$ cat config.mk
export PLATFORM = sky130hd
export DESIGN_NAME = sha1_stream_hasher_top
export DESIGN_NICKNAME = d
export VERILOG_FILES = /design/src/sha1s_pkg.sv /design/src/sha1_stream_hasher_top.sv /design/src/sha1s_dp.sv /design/src/sha1s_ctrl.sv
export SDC_FILE = /design/constraint.sdc
export NUM_CORES = 2
export LEC_CHECK = 0
export ABC_AREA = 1
export ABC_CLOCK_PERIOD_IN_PS = 36000
export BUFFER_PORTS_ARGS = -buffer_cell sky130_fd_sc_hd__buf_4
export CORE_MARGIN = 5
export CORE_UTILIZATION = 50
export CTS_CLUSTER_DIAMETER = 40
export CTS_CLUSTER_SIZE = 20
export DETAILED_ROUTE_END_ITERATION = 8
export PLACE_DENSITY_LB_ADDON = 0.1
export SLEW_MARGIN = 20
export SYNTH_ARGS = -nofsm -noshare
export SYNTH_HDL_FRONTEND = slang
export SYNTH_SLANG_ARGS = --single-unit
export TNS_END_PERCENT = 20
$ cat constraint.sdc
create_clock -name aclk -period 36 [get_ports aclk]
set_clock_uncertainty 0.05 [all_clocks]
set_input_delay 1.8 -clock aclk [delete_from_list [all_inputs] [get_ports aclk]]
set_output_delay 1.8 -clock aclk [all_outputs]
set_load 0.02 [all_outputs]
$ cat src/sha1s_pkg.sv
// Shared types and constants of the streaming SHA-1 hasher.
// Used by the controller, the datapath and the top level; depends on nothing.
package sha1s_pkg;

    localparam int WORD_W      = 32;
    localparam int BLOCK_WORDS = 16;
    localparam int DIGEST_W    = 5 * WORD_W;

    localparam logic [6:0] LAST_ROUND = 7'd79;
    localparam logic [5:0] LAST_POS   = 6'd63;
    localparam logic [5:0] LEN_POS    = 6'd56;
    localparam logic [7:0] PAD_BYTE   = 8'h80;

    localparam logic [WORD_W-1:0] IV [0:4] = '{
        32'h67452301, 32'hefcdab89, 32'h98badcfe, 32'h10325476, 32'hc3d2e1f0
    };

    localparam logic [WORD_W-1:0] K0 = 32'h5a827999;
    localparam logic [WORD_W-1:0] K1 = 32'h6ed9eba1;
    localparam logic [WORD_W-1:0] K2 = 32'h8f1bbcdc;
    localparam logic [WORD_W-1:0] K3 = 32'hca62c1d6;

    typedef enum logic [1:0] {
        SEL_INPUT = 2'd0,
        SEL_PAD   = 2'd1,
        SEL_ZERO  = 2'd2
    } byte_sel_t;

    typedef struct packed {
        logic      place_byte;
        byte_sel_t byte_sel;
        logic      push_len_hi;
        logic      push_len_lo;
        logic      start_comp;
        logic      round_en;
        logic      chain_add;
        logic      finish;
    } dp_cmd_t;

    typedef struct packed {
        logic [5:0] pos;
        logic       round_last;
        logic       out_free;
    } dp_status_t;

endpackage

$ cat src/sha1_stream_hasher_top.sv
// Channel   Dir  Ports                                    Beat content
// s_        in   s_tvalid s_tready s_tdata s_tuser s_tlast one message byte, flag, end mark
// m_        out  m_tvalid m_tready m_tdata                 five digest words
//
// The 64th byte of a block adds 80 rounds and one chain update.
// A final beat adds the pad bytes (1 to 64), a step at the length slot, the two length
// words, one or two compressions and a load of the digest register.
// Reset is synchronous, active low, and clears the chain to the initial value.
// A digest waits in its register under back-pressure while the next message streams
// in; only that message's own digest load waits for m_tready.
module sha1_stream_hasher_top
    import sha1s_pkg::*;
(
    input  logic                aclk,
    input  logic                aresetn,
    input  logic                s_tvalid,
    output logic                s_tready,
    input  logic [7:0]          s_tdata,   // [7:0] data_byte
    input  logic                s_tuser,   // [0] byte_present
    input  logic                s_tlast,   // last_item
    output logic                m_tvalid,
    input  logic                m_tready,
    output logic [DIGEST_W-1:0] m_tdata    // digest_h0, h1, h2, h3, h4, 32 bits each
);

    dp_cmd_t    cmd;
    dp_status_t status;

    sha1s_ctrl u_ctrl (
        .aclk         (aclk),
        .aresetn      (aresetn),
        .s_tvalid     (s_tvalid),
        .byte_present (s_tuser),
        .last_item    (s_tlast),
        .s_tready     (s_tready),
        .status       (status),
        .cmd          (cmd)
    );

    sha1s_dp u_dp (
        .aclk      (aclk),
        .aresetn   (aresetn),
        .cmd       (cmd),
        .data_byte (s_tdata),
        .m_tready  (m_tready),
        .status    (status),
        .m_tvalid  (m_tvalid),
        .digest    (m_tdata)
    );

endmodule

$ cat src/sha1s_dp.sv
// Datapath of the SHA-1 hasher: byte packing, block shift line used as the
// message schedule, round logic, chain value, length count and output register.
// Depends on sha1s_pkg.
module sha1s_dp
    import sha1s_pkg::*;
(
    input  logic                aclk,
    input  logic                aresetn,
    input  dp_cmd_t             cmd,
    input  logic [7:0]          data_byte,
    input  logic                m_tready,
    output dp_status_t          status,
    output logic                m_tvalid,
    output logic [DIGEST_W-1:0] digest
);

    logic [WORD_W-1:0] chain_reg [0:4];
    logic [WORD_W-1:0] sched_reg [0:BLOCK_WORDS-1];
    logic [WORD_W-1:0] a_reg, b_reg, c_reg, d_reg, e_reg;
    logic [23:0]       acc_reg;
    logic [5:0]        pos_reg;
    logic [60:0]       total_reg;
    logic [6:0]        round_reg;
    logic [DIGEST_W-1:0] digest_reg;
    logic              m_valid_reg;

    logic [7:0]        byte_val;
    logic [63:0]       bit_len;
    logic [WORD_W-1:0] w_mix, w_new, f_val, k_val, t_val, shift_word;
    logic              shift_en;

    always_comb begin
        unique case (cmd.byte_sel)
            SEL_INPUT: byte_val = data_byte;
            SEL_PAD:   byte_val = PAD_BYTE;
            SEL_ZERO:  byte_val = 8'h00;
            default:   byte_val = 8'h00;
        endcase
    end

    assign bit_len = {total_reg, 3'b000};

    // During the rounds the shift line holds W[r..r+15] and the word pushed in is W[r+16].
    assign w_mix = sched_reg[13] ^ sched_reg[8] ^ sched_reg[2] ^ sched_reg[0];
    assign w_new = {w_mix[WORD_W-2:0], w_mix[WORD_W-1]};

    always_comb begin
        priority if (round_reg < 7'd20) begin
            f_val = (b_reg & c_reg) ^ (~b_reg & d_reg);
            k_val = K0;
        end else if (round_reg < 7'd40) begin
            f_val = b_reg ^ c_reg ^ d_reg;
            k_val = K1;
        end else if (round_reg < 7'd60) begin
            f_val = (b_reg & c_reg) ^ (b_reg & d_reg) ^ (c_reg & d_reg);
            k_val = K2;
        end else begin
            f_val = b_reg ^ c_reg ^ d_reg;
            k_val = K3;
        end
    end

    assign t_val = {a_reg[26:0], a_reg[31:27]} + f_val + e_reg + k_val + sched_reg[0];

    assign shift_en = (cmd.place_byte && (pos_reg[1:0] == 2'd3)) ||
                      cmd.push_len_hi || cmd.push_len_lo || cmd.round_en;

    always_comb begin
        priority if (cmd.round_en) begin
            shift_word = w_new;
        end else if (cmd.push_len_hi) begin
            shift_word = bit_len[63:32];
        end else if (cmd.push_len_lo) begin
            shift_word = bit_len[31:0];
        end else begin
            shift_word = {acc_reg, byte_val};
        end
    end

    // Payload registers.
    always_ff @(posedge aclk) begin
        if (cmd.place_byte) begin
            acc_reg <= {acc_reg[15:0], byte_val};
        end
        if (shift_en) begin
            for (int i = 0; i < BLOCK_WORDS - 1; i++) begin
                sched_reg[i] <= sched_reg[i+1];
            end
            sched_reg[BLOCK_WORDS-1] <= shift_word;
        end
        if (cmd.start_comp) begin
            a_reg <= chain_reg[0];
            b_reg <= chain_reg[1];
            c_reg <= chain_reg[2];
            d_reg <= chain_reg[3];
            e_reg <= chain_reg[4];
        end else if (cmd.round_en) begin
            a_reg <= t_val;
            b_reg <= a_reg;
            c_reg <= {b_reg[1:0], b_reg[31:2]};
            d_reg <= c_reg;
            e_reg <= d_reg;
        end
        if (cmd.finish) begin
            digest_reg <= {chain_reg[4], chain_reg[3], chain_reg[2], chain_reg[1],
                           chain_reg[0]};
        end
    end

    // Control state.
    always_ff @(posedge aclk) begin
        if (!aresetn) begin
            for (int i = 0; i < 5; i++) begin
                chain_reg[i] <= IV[i];
            end
            pos_reg     <= '0;
            total_reg   <= '0;
            round_reg   <= '0;
            m_valid_reg <= 1'b0;
        end else begin
            if (cmd.finish) begin
                for (int i = 0; i < 5; i++) begin
                    chain_reg[i] <= IV[i];
                end
            end else if (cmd.chain_add) begin
                chain_reg[0] <= chain_reg[0] + a_reg;
                chain_reg[1] <= chain_reg[1] + b_reg;
                chain_reg[2] <= chain_reg[2] + c_reg;
                chain_reg[3] <= chain_reg[3] + d_reg;
                chain_reg[4] <= chain_reg[4] + e_reg;
            end

            if (cmd.finish) begin
                pos_reg <= '0;
            end else if (cmd.place_byte) begin
                pos_reg <= pos_reg + 6'd1;
            end else if (cmd.push_len_hi || cmd.push_len_lo) begin
                pos_reg <= pos_reg + 6'd4;
            end

            if (cmd.finish) begin
                total_reg <= '0;
            end else if (cmd.place_byte && (cmd.byte_sel == SEL_INPUT)) begin
                total_reg <= total_reg + 61'd1;
            end

            if (cmd.start_comp) begin
                round_reg <= '0;
            end else if (cmd.round_en) begin
                round_reg <= round_reg + 7'd1;
            end

            if (cmd.finish) begin
                m_valid_reg <= 1'b1;
            end else if (m_tready) begin
                m_valid_reg <= 1'b0;
            end
        end
    end

    assign status.pos        = pos_reg;
    assign status.round_last = (round_reg == LAST_ROUND);
    assign status.out_free   = !m_valid_reg || m_tready;

    assign m_tvalid = m_valid_reg;
    assign digest   = digest_reg;

endmodule

$ cat src/sha1s_ctrl.sv
// Controller of the SHA-1 hasher: sequences byte intake, padding, length words,
// the 80 compression rounds, the chain update and the digest hand-off.
// Depends on sha1s_pkg.
module sha1s_ctrl
    import sha1s_pkg::*;
(
    input  logic       aclk,
    input  logic       aresetn,
    input  logic       s_tvalid,
    input  logic       byte_present,
    input  logic       last_item,
    output logic       s_tready,
    input  dp_status_t status,
    output dp_cmd_t    cmd
);

    typedef enum logic [6:0] {
        ST_IDLE   = 7'b0000001,
        ST_PAD    = 7'b0000010,
        ST_LEN_HI = 7'b0000100,
        ST_LEN_LO = 7'b0001000,
        ST_COMP   = 7'b0010000,
        ST_ADD    = 7'b0100000,
        ST_DONE   = 7'b1000000
    } state_t;

    state_t state_reg, state_next;
    logic   fin_reg, fin_next;
    logic   sent80_reg, sent80_next;
    logic   lenp_reg, lenp_next;

    assign s_tready = (state_reg == ST_IDLE);

    always_comb begin
        cmd         = '0;
        state_next  = state_reg;
        fin_next    = fin_reg;
        sent80_next = sent80_reg;
        lenp_next   = lenp_reg;
        unique case (state_reg)
            ST_IDLE: begin
                if (s_tvalid) begin
                    cmd.place_byte = byte_present;
                    cmd.byte_sel   = SEL_INPUT;
                    fin_next       = last_item;
                    sent80_next    = 1'b0;
                    lenp_next      = 1'b0;
                    if (byte_present && (status.pos == LAST_POS)) begin
                        cmd.start_comp = 1'b1;
                        state_next     = ST_COMP;
                    end else if (last_item) begin
                        state_next = ST_PAD;
                    end
                end
            end
            ST_PAD: begin
                if (!sent80_reg) begin
                    cmd.place_byte = 1'b1;
                    cmd.byte_sel   = SEL_PAD;
                    sent80_next    = 1'b1;
                    if (status.pos == LAST_POS) begin
                        cmd.start_comp = 1'b1;
                        state_next     = ST_COMP;
                    end
                end else if (status.pos == LEN_POS) begin
                    state_next = ST_LEN_HI;
                end else begin
                    cmd.place_byte = 1'b1;
                    cmd.byte_sel   = SEL_ZERO;
                    if (status.pos == LAST_POS) begin
                        cmd.start_comp = 1'b1;
                        state_next     = ST_COMP;
                    end
                end
            end
            ST_LEN_HI: begin
                cmd.push_len_hi = 1'b1;
                state_next      = ST_LEN_LO;
            end
            ST_LEN_LO: begin
                cmd.push_len_lo = 1'b1;
                cmd.start_comp  = 1'b1;
                lenp_next       = 1'b1;
                state_next      = ST_COMP;
            end
            ST_COMP: begin
                cmd.round_en = 1'b1;
                if (status.round_last) begin
                    state_next = ST_ADD;
                end
            end
            ST_ADD: begin
                cmd.chain_add = 1'b1;
                priority if (lenp_reg) begin
                    state_next = ST_DONE;
                end else if (fin_reg) begin
                    state_next = ST_PAD;
                end else begin
                    state_next = ST_IDLE;
                end
            end
            ST_DONE: begin
                // Hold the digest in the chain until the output register is free.
                if (status.out_free) begin
                    cmd.finish = 1'b1;
                    fin_next   = 1'b0;
                    lenp_next  = 1'b0;
                    state_next = ST_IDLE;
                end
            end
            default: begin
                state_next = ST_IDLE;
            end
        endcase
    end

    always_ff @(posedge aclk) begin
        if (!aresetn) begin
            state_reg  <= ST_IDLE;
            fin_reg    <= 1'b0;
            sent80_reg <= 1'b0;
            lenp_reg   <= 1'b0;
        end else begin
            state_reg  <= state_next;
            fin_reg    <= fin_next;
            sent80_reg <= sent80_next;
            lenp_reg   <= lenp_next;
        end
    end

endmodule

==> metrics.txt <==
status=complete, no violations; most frequent cells in the layout=1,335 x nand2_1, 1,016 x edfxtp_1, 654 x inv_1; vias per cell=5.500; Post-synth EDFFs=1,016; Slew Viols, Final=0; Hold Vio Cnt, Final=0; Largest register FFs=512; WP data arrival=7780 ps; number of cell rows=122; Hold Path Depth=0; Final ANT Viol Nets=0; worst r2r src=u_dp.round_reg[3]; post-cts resize count=0; Max IR drop VDD=41.55 uV; Hold Crit Start=u_dp.sched_reg[12][30]; CP max FO=37; # H-tree levels=4; die height=344.5 microns; most common cell after layout, fill and taps aside=nand2_1; vias in the first global route=38,725; RSZ-0062 raised after global routing=false; R2R setup slack=28,680 ps; Leakage=24.58 nW; Slew headroom=30.28%; share of cells above drive strength 1=8.957%; minimum clock period=7318 ps; latest clock arrival within the worst-skew pair=780 ps; worst path required time=36,460 ps; number of synthesized register bits=1,101; Root Buffer=clkbuf_16; final net count=6,114; Initial DRC Count=3,532; Mapped Cells=5,521; Least-Margin Pin Slew=1046 ps; GR Util All Layers=28.75%; TNS Setup=0 ps; IO Port Bufs=175; PwrDens=47.09 nW/um^2; Hold-fix buffers, CTS=0; Crit path largest cell delay=860 ps; Mapped Area=55,930 sq um; Final Util=57.97%; critical path's most frequent cell=nand2_1; Layout area overhead=14.86%; Reg2Reg Depth=26; async set-reset flop share out of synthesis=0%; wire length per cell=23.26 microns; achievable frequency=136.6 MHz; Max-cap violations=0; initial antenna violation count=4; Worst setup EP type=register; Synth cell types=48; first-pass detailed-route iteration total=6; post-route insts no fill=7,396; DPL Wire Length=128,900 microns; gpl congestion=0.9849; number of buffers created by CTS=149; crit path launch type=register; Longest Clk Path Bufs=3; Final Power=3.026 mW; CORE AREA=110,800 sq um; Mapped Avg Cell Area=10.13 sq um; slowest CP cell=nand2_1; Initial Util=50.47%; postcts setup bufs=0; Synth warnings=0; register area share after synthesis=57.59%; Reg-to-Reg End=u_dp.a_reg[29]; hold_ws=357.8 ps; Placed Cells=7,114; period utilization=20.33%; first-pass GRT wire length=251,100 microns; Clock transition at path regs=70 ps; critical path type=register to register; final setup vio count=0; CTS tree=yes; Post-Syn Nets=5,857; io pins=176; pin count of the biggest net entering global routing=196; via count=40,680; Total Wirelength=172,000 microns; Hold Crit Class=register to register; DRC viols=0; area of the die=118,700 sq um; ys flop type=edfxtp_1; CTS sink count=1,101; hold path endpoint=u_dp.sched_reg[11][30]; remaining global-route overflow=0; die span in x=344.5 microns
## critical path: cells and delay by family (launching register included)
kind	cells	cell delay [ps]
and+or+nand+nor	16	3530
adders and majority gates	5	1980
buffers and inverters	4	620
AOI/OAI and AO/OA	1	520
DFF	1	360
## layer usage
layer / track usage, % / up-vias / part of all wire (%)
met4: 12.05 / 4 / 4.6
met5: 0 / - / 0.016
met1: 38.35 / 19665 / 42
met2: 47.49 / 1408 / 47
met3: 4.208 / 313 / 6.2
li1: - / 19290 / -
## final cells by class
class                      instances  area (sq um)
tap                             1488          1862
inverter                         665          2502
clock inverter                   122          1534
sequential                      1101         32210
antenna                            2         5.005
timing repair buffer             201          1554
fill                            9709         46570
clock buffer                     157          3780
multi-input combinational       3660         20800
## worst max-delay path by stage
stage                 startpoint                endpoint  cells past startpoint
2_1_floorplan            s_tuser    u_dp.sched_reg[0][0]                      4
3_3_place_gp            s_tvalid  u_dp.sched_reg[12][31]                      9
3_5_place_dp            s_tvalid  u_dp.sched_reg[10][26]                      9
4_1_cts                 s_tvalid  u_dp.sched_reg[14][26]                      9
5_1_grt        u_dp.round_reg[3]          u_dp.a_reg[29]                     26
6_report       u_dp.round_reg[3]          u_dp.a_reg[29]                     26
## cells by family after synthesis
group	count (synthesis)	synth area share (%)
adders and majority gates	322	8.867
and+or+nand+nor	2369	17.58
DFF	1101	57.59
xor gates and xnor gates	162	2.537
buffers and inverters	760	5.301
AOI/OAI and AO/OA	807	8.124
## per-stage QoR
stage	worst slack, ps	instance area [sq um]
after detailed placement	27830	58890
after CTS	28730	64210
final	28680	64250
after global routing	28210	64240
after global placement	28000	58890
after floorplan	21800	55930
## synth_stat cells (all sizes together) (12+ instances only)
cell	count	area (sq um)
nand2	1345	5074
edfxtp	1016	30510
inv	665	2499
nor2	548	2140
a21oi	314	1572
o21ai	279	1396
nand3	270	1371
ha	198	2477
fa	124	2482
xnor2	114	998.5
dfxtp	85	1702
nor3	84	430.4
buf	76	395.4
nand4	52	355.3
xor2	48	420.4
a211oi	44	330.3
o21bai	38	285.3
a21o	34	255.2
o21a	25	187.7
or2	23	143.9
o22ai	21	131.4
clkbuf	19	71.32
a21boi	17	127.6
nand3b	17	127.6
a31oi	14	87.58
nor4	12	75.07
## report_power, final
group          total, mW  internal (mW)  switching (mW)
sequential          1.41           1.40          0.0117
clock               1.54          0.907           0.631
combinational     0.0778         0.0212          0.0566
Note: power is estimated with default switching activity, not from simulation.
